### config.mk
export PLATFORM = sky130hd
export DESIGN_NAME = huffman_code_builder_unit
export DESIGN_NICKNAME = d
export VERILOG_FILES = /design/src/hw/rtl/hcb_pkg.sv /design/src/hw/rtl/huffman_code_builder_unit.sv /design/src/hw/rtl/hcb_ram.sv /design/src/hw/rtl/hcb_ctrl.sv /design/src/hw/rtl/hcb_dp.sv
export SDC_FILE = /design/constraint.sdc
export NUM_CORES = 2
export LEC_CHECK = 0
export BUFFER_PORTS_ARGS = -buffer_cell sky130_fd_sc_hd__buf_2
export CAP_MARGIN = 15
export CELL_PAD_IN_SITES_DETAIL_PLACEMENT = 0
export CELL_PAD_IN_SITES_GLOBAL_PLACEMENT = 1
export CORE_ASPECT_RATIO = 0.9
export CORE_MARGIN = 2
export CORE_UTILIZATION = 30
export DETAILED_ROUTE_END_ITERATION = 6
export PLACE_DENSITY_LB_ADDON = 0.1
export SYNTH_ARGS = -nofsm -noshare
export SYNTH_HDL_FRONTEND = slang
export SYNTH_HIERARCHICAL = 1
export SYNTH_SLANG_ARGS = --single-unit
### constraint.sdc
create_clock -name clk -period 12.8 [get_ports clk]
set_input_delay 0.64 -clock clk [delete_from_list [all_inputs] [get_ports clk]]
set_output_delay 0.64 -clock clk [all_outputs]
set_load 0.01 [all_outputs]
### src/hw/rtl/hcb_pkg.sv
// ----------------------------------------------------------------------------
// hcb_pkg
// Shared sizes, store entry types and the controller to datapath interface.
// ----------------------------------------------------------------------------
`default_nettype none

package hcb_pkg;

	localparam int SYM_MAX  = 16;
	localparam int NODE_N   = 2 * SYM_MAX - 1;
	localparam int NIDX_W   = $clog2(NODE_N);
	localparam int HIDX_W   = $clog2(SYM_MAX);
	localparam int CNT_W    = $clog2(SYM_MAX + 1);
	localparam int SYMB_W   = 8;
	localparam int FREQ_W   = 24;
	localparam int WGT_W    = 30;
	localparam int CODE_W   = SYM_MAX - 1;
	localparam int LEN_W    = $clog2(SYM_MAX);
	localparam int OBITS_W  = 63;
	localparam int OLEN_W   = 6;
	localparam int S_DATA_W = 32;
	localparam int M_DATA_W = 80;
	localparam int M_PAD_W  = M_DATA_W - SYMB_W - OBITS_W - OLEN_W;

	typedef struct packed {
		logic [WGT_W-1:0]  w;
		logic [NIDX_W-1:0] n;
	} hent_t;

	typedef struct packed {
		logic              leaf;
		logic [SYMB_W-1:0] sym;
		logic [NIDX_W-1:0] lft;
		logic [NIDX_W-1:0] rgt;
	} node_t;

	typedef enum logic [4:0] {
		OP_NONE,
		OP_LOAD,
		OP_HF_RD,
		OP_HF_CUR,
		OP_HF_NEXT,
		OP_SD_RDL,
		OP_SD_PUT,
		OP_SD_CMPL,
		OP_SD_CMPR,
		OP_SD_STEP,
		OP_TM_RD0,
		OP_TM_TOPA,
		OP_TM_TOPB,
		OP_TM_LAST,
		OP_MERGE,
		OP_SU_RD,
		OP_SU_PUT,
		OP_SU_CMP,
		OP_ROOT,
		OP_W_POP,
		OP_W_NODE,
		OP_W_END
	} op_t;

	typedef struct packed {
		op_t  op;
		logic in_rdy;
	} cmd_t;

	typedef struct packed {
		logic l_ok;
		logic r_ok;
		logic sd_stop;
		logic k_zero;
		logic multi;
		logic pos_zero;
		logic su_stop;
		logic sp_zero;
		logic w_stall;
		logic out_free;
	} sts_t;

endpackage

`default_nettype wire

### src/hw/rtl/huffman_code_builder_unit.sv
// ----------------------------------------------------------------------------
// huffman_code_builder_unit
// Builds a Huffman code over a run of (symbol, frequency) words.
// ----------------------------------------------------------------------------
// Symbol words load one per cycle; up to 16 are kept, later ones in the run
// are dropped. The word with tlast starts the build: a bottom-up heapify,
// then n-1 merges of the two lightest nodes, then a depth-first walk that
// emits one code word per leaf, left (0) before right (1), tlast on the final
// one. Input is stalled from the last word until the final code word is
// handed to the output register. Every heap read goes through the single
// read port of the heap RAM, so a sift-down level steps through read-left,
// compare-left, an optional compare-right and step states, and a sift-up
// level through read and compare states; the walk takes each tree node
// through check, pop and node states and waits on output back-pressure.
// ----------------------------------------------------------------------------
`default_nettype none

module huffman_code_builder_unit
	import hcb_pkg::*;
(
	input  wire logic                clk,
	input  wire logic                arst_n,
	input  wire logic                s_axis_tvalid,
	output logic                     s_axis_tready,
	input  wire logic [S_DATA_W-1:0] s_axis_tdata,  // symbol[7:0], frequency[31:8]
	input  wire logic                s_axis_tlast,
	output logic                     m_axis_tvalid,
	input  wire logic                m_axis_tready,
	output logic      [M_DATA_W-1:0] m_axis_tdata,  // code_symbol, code_bits, code_length, pad
	output logic                     m_axis_tlast
);

	cmd_t cmd;
	sts_t sts;

	hcb_ctrl u_ctrl (
		.clk      (clk),
		.arst_n   (arst_n),
		.in_valid (s_axis_tvalid),
		.in_last  (s_axis_tlast),
		.sts      (sts),
		.cmd      (cmd)
	);

	hcb_dp u_dp (
		.clk       (clk),
		.arst_n    (arst_n),
		.cmd       (cmd),
		.in_sym    (s_axis_tdata[SYMB_W-1:0]),
		.in_freq   (s_axis_tdata[SYMB_W+FREQ_W-1:SYMB_W]),
		.out_ready (m_axis_tready),
		.sts       (sts),
		.out_valid (m_axis_tvalid),
		.out_last  (m_axis_tlast),
		.out_data  (m_axis_tdata)
	);

	assign s_axis_tready = cmd.in_rdy;

endmodule

`default_nettype wire

### src/hw/rtl/hcb_ram.sv
// ----------------------------------------------------------------------------
// hcb_ram
// Generic single write port, single read port RAM with registered read.
// ----------------------------------------------------------------------------
`default_nettype none

module hcb_ram #(
	parameter int WIDTH = 8,
	parameter int DEPTH = 16
) (
	input  wire logic                     clk,
	input  wire logic                     we,
	input  wire logic [$clog2(DEPTH)-1:0] waddr,
	input  wire logic [WIDTH-1:0]         wdata,
	input  wire logic [$clog2(DEPTH)-1:0] raddr,
	output logic      [WIDTH-1:0]         rdata
);

	logic [WIDTH-1:0] mem_q [DEPTH];

	always_ff @(posedge clk) begin
		if (we) begin
			mem_q[waddr] <= wdata;
		end
		rdata <= mem_q[raddr];
	end

endmodule

`default_nettype wire

### src/hw/rtl/hcb_ctrl.sv
// ----------------------------------------------------------------------------
// hcb_ctrl
// Sequencer: load, heapify, extract/merge/sift-up loop, then tree walk.
// ----------------------------------------------------------------------------
`default_nettype none

module hcb_ctrl
	import hcb_pkg::*;
(
	input  wire logic clk,
	input  wire logic arst_n,
	input  wire logic in_valid,
	input  wire logic in_last,
	input  wire sts_t sts,
	output cmd_t      cmd
);

	typedef enum logic [20:0] {
		ST_IDLE    = 21'h000001,
		ST_HF_RD   = 21'h000002,
		ST_HF_CUR  = 21'h000004,
		ST_SD_L    = 21'h000008,
		ST_SD_CL   = 21'h000010,
		ST_SD_CR   = 21'h000020,
		ST_SD_ST   = 21'h000040,
		ST_HF_NX   = 21'h000080,
		ST_BLD     = 21'h000100,
		ST_TM_RD   = 21'h000200,
		ST_TM_TOP  = 21'h000400,
		ST_TM_LAST = 21'h000800,
		ST_MERGE   = 21'h001000,
		ST_SU      = 21'h002000,
		ST_SU_CMP  = 21'h004000,
		ST_RT_RD   = 21'h008000,
		ST_RT      = 21'h010000,
		ST_W_CHK   = 21'h020000,
		ST_W_POP   = 21'h040000,
		ST_W_NODE  = 21'h080000,
		ST_W_END   = 21'h100000
	} state_t;

	// where a sift-down returns to
	typedef enum logic [2:0] {
		RET_HF = 3'b001,
		RET_A  = 3'b010,
		RET_B  = 3'b100
	} ret_t;

	state_t st_q, st_d;
	ret_t   ret_q, ret_d;
	logic   tb_q, tb_d;
	state_t ret_st;
	op_t    op;

	always_comb begin
		case (ret_q)
			RET_HF:  ret_st = ST_HF_NX;
			RET_A:   ret_st = ST_TM_RD;
			RET_B:   ret_st = ST_MERGE;
			default: ret_st = ST_HF_NX;
		endcase
	end

	always_comb begin
		st_d  = st_q;
		ret_d = ret_q;
		tb_d  = tb_q;
		op    = OP_NONE;
		case (st_q)
			ST_IDLE: begin
				if (in_valid) begin
					op = OP_LOAD;
					if (in_last) begin
						st_d = ST_HF_RD;
					end
				end
			end
			ST_HF_RD: begin
				op   = OP_HF_RD;
				st_d = ST_HF_CUR;
			end
			ST_HF_CUR: begin
				op    = OP_HF_CUR;
				ret_d = RET_HF;
				st_d  = ST_SD_L;
			end
			ST_SD_L: begin
				if (sts.l_ok) begin
					op   = OP_SD_RDL;
					st_d = ST_SD_CL;
				end else begin
					op   = OP_SD_PUT;
					st_d = ret_st;
				end
			end
			ST_SD_CL: begin
				op   = OP_SD_CMPL;
				st_d = sts.r_ok ? ST_SD_CR : ST_SD_ST;
			end
			ST_SD_CR: begin
				op   = OP_SD_CMPR;
				st_d = ST_SD_ST;
			end
			ST_SD_ST: begin
				op   = OP_SD_STEP;
				st_d = sts.sd_stop ? ret_st : ST_SD_L;
			end
			ST_HF_NX: begin
				if (sts.k_zero) begin
					st_d = ST_BLD;
				end else begin
					op   = OP_HF_NEXT;
					st_d = ST_HF_RD;
				end
			end
			ST_BLD: begin
				tb_d = 1'b0;
				st_d = sts.multi ? ST_TM_RD : ST_RT_RD;
			end
			ST_TM_RD: begin
				op   = OP_TM_RD0;
				st_d = ST_TM_TOP;
			end
			ST_TM_TOP: begin
				op   = tb_q ? OP_TM_TOPB : OP_TM_TOPA;
				st_d = ST_TM_LAST;
			end
			ST_TM_LAST: begin
				op    = OP_TM_LAST;
				ret_d = tb_q ? RET_B : RET_A;
				tb_d  = 1'b1;
				st_d  = ST_SD_L;
			end
			ST_MERGE: begin
				op   = OP_MERGE;
				st_d = ST_SU;
			end
			ST_SU: begin
				if (sts.pos_zero) begin
					op   = OP_SU_PUT;
					st_d = ST_BLD;
				end else begin
					op   = OP_SU_RD;
					st_d = ST_SU_CMP;
				end
			end
			ST_SU_CMP: begin
				op   = OP_SU_CMP;
				st_d = sts.su_stop ? ST_BLD : ST_SU;
			end
			ST_RT_RD: begin
				op   = OP_TM_RD0;
				st_d = ST_RT;
			end
			ST_RT: begin
				op   = OP_ROOT;
				st_d = ST_W_CHK;
			end
			ST_W_CHK: begin
				st_d = sts.sp_zero ? ST_W_END : ST_W_POP;
			end
			ST_W_POP: begin
				op   = OP_W_POP;
				st_d = ST_W_NODE;
			end
			ST_W_NODE: begin
				op = OP_W_NODE;
				if (!sts.w_stall) begin
					st_d = ST_W_CHK;
				end
			end
			ST_W_END: begin
				op = OP_W_END;
				if (sts.out_free) begin
					st_d = ST_IDLE;
				end
			end
			default: st_d = ST_IDLE;
		endcase
	end

	always_ff @(posedge clk or negedge arst_n) begin
		if (!arst_n) begin
			st_q  <= ST_IDLE;
			ret_q <= RET_HF;
			tb_q  <= 1'b0;
		end else begin
			st_q  <= st_d;
			ret_q <= ret_d;
			tb_q  <= tb_d;
		end
	end

	assign cmd.op     = op;
	assign cmd.in_rdy = (st_q == ST_IDLE);

endmodule

`default_nettype wire

### src/hw/rtl/hcb_dp.sv
// ----------------------------------------------------------------------------
// hcb_dp
// Datapath: heap and node stores, sift registers, walk stack, output stage.
// ----------------------------------------------------------------------------
`default_nettype none

module hcb_dp
	import hcb_pkg::*;
(
	input  wire logic                clk,
	input  wire logic                arst_n,
	input  wire cmd_t                cmd,
	input  wire logic [SYMB_W-1:0]   in_sym,
	input  wire logic [FREQ_W-1:0]   in_freq,
	input  wire logic                out_ready,
	output sts_t                     sts,
	output logic                     out_valid,
	output logic                     out_last,
	output logic      [M_DATA_W-1:0] out_data
);

	typedef struct packed {
		logic [NIDX_W-1:0] node;
		logic [CODE_W-1:0] code;
		logic [LEN_W-1:0]  len;
	} stk_t;

	typedef struct packed {
		logic [SYMB_W-1:0] sym;
		logic [CODE_W-1:0] code;
		logic [LEN_W-1:0]  len;
	} res_t;

	// control state
	logic [CNT_W-1:0] ld_q, cnt_q, sp_q;
	logic             hold_v_q, out_v_q;
	// payload
	logic [HIDX_W-1:0] k_q, pos_q, bidx_q;
	logic [NIDX_W-1:0] nxt_q, nad_q;
	hent_t             cur_q, bst_q, a_q, b_q, new_q;
	logic [CODE_W-1:0] pre_q;
	logic [LEN_W-1:0]  len_q;
	stk_t              stk_q [SYM_MAX];
	res_t              hold_q, out_q;
	logic              last_q;

	logic                h_we;
	logic [HIDX_W-1:0]   h_waddr, h_raddr;
	hent_t               h_wdata, hrd;
	logic                n_we;
	logic [NIDX_W-1:0]   n_waddr, n_raddr;
	node_t               n_wdata, nrd;

	logic [HIDX_W+1:0]   l_idx, r_idx;
	logic [HIDX_W-1:0]   par, cnt_m1, sp_top;
	logic                ld_lt, su_less, out_free, hold_load, out_set;
	logic [CNT_W-1:0]    ld_n;
	stk_t                top_e;

	assign l_idx    = {1'b0, pos_q, 1'b1};
	assign r_idx    = l_idx + (HIDX_W+2)'(1);
	assign par      = (pos_q - HIDX_W'(1)) >> 1;
	assign cnt_m1   = HIDX_W'(cnt_q - CNT_W'(1));
	assign sp_top   = HIDX_W'(sp_q - CNT_W'(1));
	assign top_e    = stk_q[sp_top];
	assign ld_lt    = (ld_q < CNT_W'(SYM_MAX));
	assign ld_n     = ld_lt ? ld_q + CNT_W'(1) : ld_q;
	assign su_less  = (new_q.w < hrd.w);
	assign out_free = !out_v_q || out_ready;

	assign sts.l_ok     = (l_idx < (HIDX_W+2)'(cnt_q));
	assign sts.r_ok     = (r_idx < (HIDX_W+2)'(cnt_q));
	assign sts.sd_stop  = (bidx_q == pos_q);
	assign sts.k_zero   = (k_q == '0);
	assign sts.multi    = (cnt_q > CNT_W'(1));
	assign sts.pos_zero = (pos_q == '0);
	assign sts.su_stop  = !su_less;
	assign sts.sp_zero  = (sp_q == '0);
	assign sts.w_stall  = nrd.leaf && hold_v_q && !out_free;
	assign sts.out_free = out_free;

	assign hold_load = (cmd.op == OP_W_NODE) && nrd.leaf && !(hold_v_q && !out_free);
	// a word enters the output register
	assign out_set   = (hold_load && hold_v_q) || ((cmd.op == OP_W_END) && out_free);

	always_comb begin
		h_we    = 1'b0;
		h_waddr = pos_q;
		h_wdata = cur_q;
		h_raddr = k_q;
		n_we    = 1'b0;
		n_waddr = nxt_q;
		n_wdata = '{leaf: 1'b0, sym: '0, lft: a_q.n, rgt: b_q.n};
		n_raddr = nad_q;
		case (cmd.op)
			OP_LOAD: begin
				h_we    = ld_lt;
				h_waddr = ld_q[HIDX_W-1:0];
				h_wdata = '{w: WGT_W'(in_freq), n: NIDX_W'(ld_q)};
				n_we    = ld_lt;
				n_waddr = NIDX_W'(ld_q);
				n_wdata = '{leaf: 1'b1, sym: in_sym, lft: '0, rgt: '0};
			end
			OP_SD_RDL:  h_raddr = l_idx[HIDX_W-1:0];
			OP_SD_CMPL: h_raddr = r_idx[HIDX_W-1:0];
			OP_SD_PUT:  h_we = 1'b1;
			OP_SD_STEP: begin
				h_we    = 1'b1;
				h_wdata = sts.sd_stop ? cur_q : bst_q;
			end
			OP_TM_RD0:  h_raddr = '0;
			OP_TM_TOPA: h_raddr = cnt_m1;
			OP_TM_TOPB: h_raddr = cnt_m1;
			OP_MERGE:   n_we = 1'b1;
			OP_SU_RD:   h_raddr = par;
			OP_SU_PUT: begin
				h_we    = 1'b1;
				h_wdata = new_q;
			end
			OP_SU_CMP: begin
				h_we    = 1'b1;
				h_wdata = su_less ? hrd : new_q;
			end
			OP_W_POP:   n_raddr = top_e.node;
			default: ;
		endcase
	end

	hcb_ram #(.WIDTH($bits(hent_t)), .DEPTH(SYM_MAX)) u_heap (
		.clk   (clk),
		.we    (h_we),
		.waddr (h_waddr),
		.wdata (h_wdata),
		.raddr (h_raddr),
		.rdata (hrd)
	);

	hcb_ram #(.WIDTH($bits(node_t)), .DEPTH(NODE_N)) u_node (
		.clk   (clk),
		.we    (n_we),
		.waddr (n_waddr),
		.wdata (n_wdata),
		.raddr (n_raddr),
		.rdata (nrd)
	);

	always_ff @(posedge clk or negedge arst_n) begin
		if (!arst_n) begin
			ld_q     <= '0;
			cnt_q    <= '0;
			sp_q     <= '0;
			hold_v_q <= 1'b0;
			out_v_q  <= 1'b0;
		end else begin
			if (out_set) begin
				out_v_q <= 1'b1;
			end else if (out_ready) begin
				out_v_q <= 1'b0;
			end
			case (cmd.op)
				OP_LOAD: begin
					ld_q  <= ld_n;
					cnt_q <= ld_n;
				end
				OP_TM_LAST: cnt_q <= cnt_q - CNT_W'(1);
				OP_MERGE:   cnt_q <= cnt_q + CNT_W'(1);
				OP_ROOT: begin
					cnt_q    <= '0;
					sp_q     <= CNT_W'(1);
					hold_v_q <= 1'b0;
				end
				OP_W_POP: sp_q <= sp_q - CNT_W'(1);
				OP_W_NODE: begin
					if (hold_load) begin
						hold_v_q <= 1'b1;
					end else if (!nrd.leaf && sp_q <= CNT_W'(SYM_MAX - 2)) begin
						sp_q <= sp_q + CNT_W'(2);
					end
				end
				OP_W_END: begin
					if (out_free) begin
						hold_v_q <= 1'b0;
						ld_q     <= '0;
					end
				end
				default: ;
			endcase
		end
	end

	always_ff @(posedge clk) begin
		case (cmd.op)
			OP_LOAD: begin
				k_q   <= HIDX_W'(ld_n >> 1);
				nxt_q <= NIDX_W'(ld_n);
			end
			OP_HF_CUR: begin
				cur_q <= hrd;
				pos_q <= k_q;
			end
			OP_HF_NEXT: k_q <= k_q - HIDX_W'(1);
			OP_SD_CMPL: begin
				if (hrd.w < cur_q.w) begin
					bst_q  <= hrd;
					bidx_q <= l_idx[HIDX_W-1:0];
				end else begin
					bst_q  <= cur_q;
					bidx_q <= pos_q;
				end
			end
			OP_SD_CMPR: begin
				if (hrd.w < bst_q.w) begin
					bst_q  <= hrd;
					bidx_q <= r_idx[HIDX_W-1:0];
				end
			end
			OP_SD_STEP: pos_q <= bidx_q;
			OP_TM_TOPA: a_q <= hrd;
			OP_TM_TOPB: b_q <= hrd;
			OP_TM_LAST: begin
				cur_q <= hrd;
				pos_q <= '0;
			end
			OP_MERGE: begin
				new_q <= '{w: a_q.w + b_q.w, n: nxt_q};
				pos_q <= cnt_q[HIDX_W-1:0];
				nxt_q <= nxt_q + NIDX_W'(1);
			end
			OP_SU_CMP: begin
				if (su_less) begin
					pos_q <= par;
				end
			end
			OP_ROOT: stk_q[0] <= '{node: hrd.n, code: '0, len: '0};
			OP_W_POP: begin
				pre_q <= top_e.code;
				len_q <= top_e.len;
				nad_q <= top_e.node;
			end
			OP_W_NODE: begin
				if (hold_load) begin
					hold_q <= '{sym: nrd.sym, code: pre_q, len: len_q};
					if (hold_v_q) begin
						out_q  <= hold_q;
						last_q <= 1'b0;
					end
				end else if (!nrd.leaf && sp_q <= CNT_W'(SYM_MAX - 2)) begin
					// right is pushed below left so left pops first
					stk_q[sp_q[HIDX_W-1:0]] <=
						'{node: nrd.rgt, code: {pre_q[CODE_W-2:0], 1'b1}, len: len_q + LEN_W'(1)};
					stk_q[HIDX_W'(sp_q + CNT_W'(1))] <=
						'{node: nrd.lft, code: {pre_q[CODE_W-2:0], 1'b0}, len: len_q + LEN_W'(1)};
				end
			end
			OP_W_END: begin
				if (out_free) begin
					out_q  <= hold_q;
					last_q <= 1'b1;
				end
			end
			default: ;
		endcase
	end

	assign out_valid = out_v_q;
	assign out_last  = last_q;
	assign out_data  = {{M_PAD_W{1'b0}}, OLEN_W'(out_q.len), OBITS_W'(out_q.code), out_q.sym};

endmodule

`default_nettype wire

Word-level counts from Yosys, hierarchy flattened --
Memory sizes are Yosys's and may differ from the RTL's. A register that Yosys moved wholly into a read port is not among the register bits. Cells that the tools add are included.
Operators by class: add/sub/neg operators 12, order comparisons 8, eq/ne operators 55, multiplexer cells 76, reduce and logical (&&, ||, !) cells 43
Operators with widths (count):
- $pmux W21 S20 | 1
- $mux W35 | 4
- $pmux W35 S4 | 1
- $mux W21 | 5
- $lt A30 B30 Y1 | 3
- $pmux W5 S18 | 1
- $mux W27 | 3
- $pmux W35 S2 | 1
- $pmux W27 S2 | 1
- $eq A5 B4 Y1 const B | 8
- $pmux W4 S5 | 2
- $mux W5 | 7
- $add A30 B30 Y30 | 1
- $eq A5 B5 Y1 const B | 6
- $mux W13 | 2
- $pmux W13 S2 | 1
- $mux W24 | 1
- $reduce_or A24 Y1 | 1
- $eq A21 B1 Y1 const B | 1
- $eq A21 B10 Y1 const B | 1
- $eq A21 B11 Y1 const B | 1
- $eq A21 B12 Y1 const B | 1
- $eq A21 B13 Y1 const B | 1
- $eq A21 B14 Y1 const B | 1
- other kinds (65) | 139
Storage, ports and cells: register bits after elaboration 313, bits in writable memories 1533, bits of input ports 37, output and inout bits 83, word-level logic and storage cells 229, memories 3
Memories:
- u_dp.u_node.mem_q | depth 31, width 19, rd ports 1, clocked after memory_dff 1, write ports 1, RTL line hcb_ram.sv:19 | logic [WIDTH-1:0] mem_q [DEPTH];
- u_dp.u_heap.mem_q | depth 16, width 35, rd ports 1, clocked after memory_dff 1, write ports 1, RTL line hcb_ram.sv:19
- u_dp.stk_q | depth 16, width 24, rd ports 1, clocked after memory_dff 0, write ports 2, RTL line hcb_dp.sv:43 | stk_t stk_q [SYM_MAX];

Logic depth before layout (Yosys ltp) --
word-level depth 11, depth in mapped cells 25, gate-level depth less buffers 18

By module --
Netlist, hierarchy kept.
Modules (own cells, without submodules):
- hcb_dp | times used 1, cells an instance 2688, area an instance 34092.7 sq um, sequential area each 19884.1 sq um
- hcb_ram at u_dp.u_node | times used 1, cells an instance 1161, area an instance 23410.0 sq um, sequential area each 18067.3 sq um
- hcb_ram at u_dp.u_heap | times used 1, cells an instance 914, area an instance 22053.7 sq um, sequential area each 17516.8 sq um
- hcb_ctrl | times used 1, cells an instance 182, area an instance 1717.9 sq um, sequential area each 628.1 sq um

Least setup slack after synthesis --
OpenSTA, ideal clock, no wires.
path kind reg-to-reg, from register u_dp.cnt_q[2], to memory u_dp/u_heap/mem_q[0][0] (netlist bit) (enable), setup time 0.471 ns, arrival 6.505 ns, data required time 12.329 ns, path slack 5.825 ns, cell stages (with the launch flop) 20, buffers on the path 4, period minus slack after synthesis 6.975 ns, cell sequence dfrtp_1 -> clkbuf_1 -> inv_1 -> ha_1 -> nor2b_1 -> o21ai_0 -> nand2b_1 -> a21oi_1 -> inv_1 -> nor3_1 -> a2111oi_0 -> nand3_1 -> buf_2 -> nor2b_1 -> nand3_1 -> inv_1 -> buf_2 -> buf_1 -> o21ai_0 -> nor3_1
RTL lines:
- start: declaration | RTL line hcb_dp.sv:35 | logic [CNT_W-1:0] ld_q, cnt_q, sp_q;
- start signal: assignment | RTL line hcb_dp.sv:163 | cnt_q <= ld_n;
- start signal: assignment | RTL line hcb_dp.sv:165 | OP_TM_LAST: cnt_q <= cnt_q - CNT_W'(1);
- start signal: assignment | RTL line hcb_dp.sv:166 | OP_MERGE: cnt_q <= cnt_q + CNT_W'(1);
- end: declaration | RTL line hcb_ram.sv:19

==> out/qor.csv <==
stage,metric,value,unit
status,outcome,finished clean,
synthesis,Yosys warnings,6,
sta,final setup violation count,0,
sta,RSZ-0062 raised after global routing,no,
detailed_routing,Vias/cell,5.06,
sta,hold slack,0.300,ns
power,sw frac,29.3,%
critical_path,CP required,13.28,ns
critical_path,RR Startpoint,u_ctrl/st_q[3],
sta,crit share post-route,56.5,%
power,LEAKAGE,30.2,nW
sta,fin. max-slew vios,0,
detailed_routing,M1 WL,113000,µm
power,Net Switching,4.99,mW
power,VDD IR max,0.176,mV
synthesis,syn_area_per_cell,16.4,µm²
global_routing,first-pass GRT wire length,350000,µm
cells_and_area,fin area,92800,µm²
floorplan,row count,181,
detailed_routing,DRT Wirelength,246000,µm
cells_and_area,share of post-route cells with drive strength above 1,18.6,%
clock_tree,CTS Buf Count,215,
clock_tree,total clock sinks,1900,
placement,HPWL Detailed,141000,µm
power,sequential power share,46.0,%
placement,"worst slack, placed",5.50,ns
sta,min cycle time layout,7.23,ns
global_routing,largest net degree at the start of global routing,125,
sta,Final Hold Fails,0,
synthesis,largest family of logic cells by synthesized area,multiplexers,
critical_path,CP Depth,15,
clock_tree,TritonCTS clock tree,built,
critical_path,Worst R2R Path Depth,15,
global_routing,global route overflow,0,
critical_path,Critical Path Start,u_ctrl/st_q[3],
critical_path,R2R Path End,u_dp/u_heap/mem_q[10][0],
synthesis,xor/xnor share of the synthesized area,0.645,%
detailed_routing,routed vias,44700,
power,final total power,17.0,mW
floorplan,Die X,553,µm
clock_tree,"Reg clk slew, reported paths",0.06,ns
global_routing,GRT Total Usage,17.5,%
critical_path,Crit-path slowest cell,o21ai_0,
clock_tree,clk_lat worst skew,0.91,ns
critical_path,crit path max fanout,41,
synthesis,Post-Synth Simple-Gate Area,6.54,%
synthesis,"EDFF count, synth",1783,
critical_path,max incr delay on CP,0.83,ns
sta,Fmax,138,MHz
power,Int Pwr,12.1,mW
detailed_routing,wire per inst,27.8,µm
synthesis,Mapped Area,81300,µm²
detailed_routing,Final ANT Viol Nets,0,
synthesis,Synth Register Bits,1900,
cells_and_area,fillers,25700,
clock_tree,H-tree levels,4,
cells_and_area,area delta synth->final,14.2,%
global_routing,initial antenna violation count,7,
cells_and_area,final design utilization,34.4,%
global_routing,vias in the first global route,45800,
critical_path,Worst Setup EP,u_dp/u_heap/mem_q[10][0],
placement,dpl cells,8427,
synthesis,Compound-Gate Fraction of Synth Area,6.17,%
power,part of the power in combinational logic,19.2,%
power,Clk pwr share,34.8,%
detailed_routing,met2 wire length,119000,µm
critical_path,cell family with most CP delay,simple AND/OR/NAND/NOR gates,
sta,worst-margin pin slew,1.28,ns
detailed_routing,DRC,0,
synthesis,Netlist cell types,106,
critical_path,R2R Setup Slk,5.57,ns
critical_path,Crit path top cell by count,buf_4,
clock_tree,Max clock buf depth,4,
synthesis,Async SR Flop Fraction,2.21,%
cells_and_area,layout net count,5265,
critical_path,WP buf/inv,5,
power,P per Cell Area,184,nW/µm²
flow_run,max-cap violations,0,
critical_path,Worst Path Arrival,7.72,ns
clock_tree,Post-CTS Setup Bufs,0,
sta,setup_tns,0,ns
synthesis,Synth area leaders,"edfxtp_1 66%, mux4_2 6.9%, mux4_1 2.5%, ha_1 2.2%, mux2i_1 2.1%",
sta,Slew HR,14.8,%
floorplan,Core ar.,270000,µm²
cells_and_area,"Cell Count, Final, Fillers Out",8828,
clock_tree,CTS Root Cell,clkbuf_16,
critical_path,CP Launch Type,flop,
sta,Layout Skew,0.101,ns
synthesis,Main synth FF type,edfxtp_1,
synthesis,mux contribution to synthesized area,12.2,%
critical_path,WS Path Type,reg2reg,
synthesis,"count leader, synth",edfxtp_1,
synthesis,Gate Count Post-Synth,4945,
detailed_routing,drt first-iter violations,3844,
synthesis,post-synth top area share,65.9,%
critical_path,worst-path cell chain,"nor4_4, nand4_2, nor2b_1, a2111oi_0, nand3b_1, buf_4, nor2b_1, nand3_1, buf_4, clkinv_2, buf_4, o21ai_0, nand2b_1, nor2_4, buf_4",
synthesis,sequential area share after synthesis,69.0,%
detailed_routing,top sig layer,met5,
placement,RD Place Congestion,0.753,
floorplan,die footprint,275000,µm²
synthesis,adder and majority cell fraction of the synthesized area,2.21,%
floorplan,chip height,498,µm
floorplan,Initial Util,30.1,%
placement,Post-Place Cell Area,85900,µm²
synthesis,Yosys top cell by area,edfxtp_1,
floorplan,num ports,120,
critical_path,CP endpoint kind,flop,
sta,PnR worst setup slack,5.57,ns
detailed_routing,TritonRoute pass-1 iters,6,
placement,count of buffers from port buffering,66,
synthesis,synth cell count leaders,"1,783 x edfxtp_1, 421 x nor2_1, 336 x nand2_1",
hold_path,worst hold-check path type,in2reg,
detailed_routing,Detail Route met3 WL,9440,µm
layout make-up:
type	count	area, µm²	area share, %
repair buffers	214	1590	1.71
diodes	1	2.50	0.00270
multi-input cells	2611	23400	25.3
clock inverters	98	771	0.830
flip-flops and latches	1900	56100	60.4
inverters	143	538	0.580
well taps	3568	4460	4.81
clock buffers	293	5910	6.36
worst min-delay path by stage:
stage / start / end / slack (ns) / cells past startpoint
floorplan: arst_n / u_ctrl/ret_q[1] / 0.34 / 0
global placement: u_dp/u_node/rdata[12] / u_dp/hold_q[21] / 0.40 / 0
detailed placement: u_dp/u_node/rdata[10] / u_dp/hold_q[19] / 0.39 / 0
CTS: m_axis_tready / u_ctrl/st_q[20] / 0.25 / 4
global route: m_axis_tready / u_ctrl/st_q[20] / 0.31 / 4
finish: m_axis_tready / u_ctrl/st_q[20] / 0.30 / 4
power groups by stage:
stage	Clock [mW]	Sequential, mW	Combinational, mW
after detailed placement	0	8.00	3.32
after floorplan	0	7.81	2.15
final	5.93	7.84	3.28
after global routing	6.34	7.88	3.59
after CTS	6.13	7.87	3.34
after global placement	0	7.99	3.32
state kept, by name, indices dropped and copies added (netlist names), 15 cells and up:
name and flops:
u_ctrl/st_q 21, u_dp/new_q 35, u_dp/a_q 35, u_dp/stk_q 384, u_dp/u_node/rdata 19, u_dp/bst_q 35
u_dp/u_node/mem_q 589, u_dp/cur_q 35, u_dp/out_data 27, u_dp/u_heap/rdata 35, u_dp/hold_q 27, u_dp/b_q 35
u_dp/pre_q 15, u_dp/u_heap/mem_q 560
layer usage:
| layer | global-route usage, % | vias up |
|---|---|---|
| met2 | 29.2 | 985 |
| met4 | 3.81 | 2 |
| met5 | 0 | - |
| met3 | 2.10 | 289 |
| met1 | 24.5 | 23700 |
| li1 | - | 19800 |
cell families after synthesis:
kind of cell    after synthesis
xor+xnor                     59
buf+inv                     486
simple gates               1126
flops                      1900
mux                         549
compound gates              681
fa+ha+maj                   143
other cells                   1
cells in the final DEF, fill, tap and decap left out, drive strengths merged, types with 40 or more instances in the layout:
master and count:
clkinv 83, ha 142, dfxtp 75, mux2i 172, conb 53, a21o 47, edfxtp 1783, buf 211
a22oi 124, o21ai 74, dfrtp 40, nand2 337, inv 144, nand3 53, nor3 48, mux2 51
nor2 441, a21oi 107, clkbuf 295, mux4 326, o31ai 75
tightest hold or removal path, cell delays in order:
cell and delay, ns:
buf_2 0.08, nor2b_1 0.11, inv_1 0.18, o31ai_1 0.10
what timing repair did:
item / in CTS / in global routing
hold endpoints to repair: 40 / 0
resized for setup: 0 / 0
hold buffers: 1 / 0
Note: power is estimated with default switching activity, not from simulation.
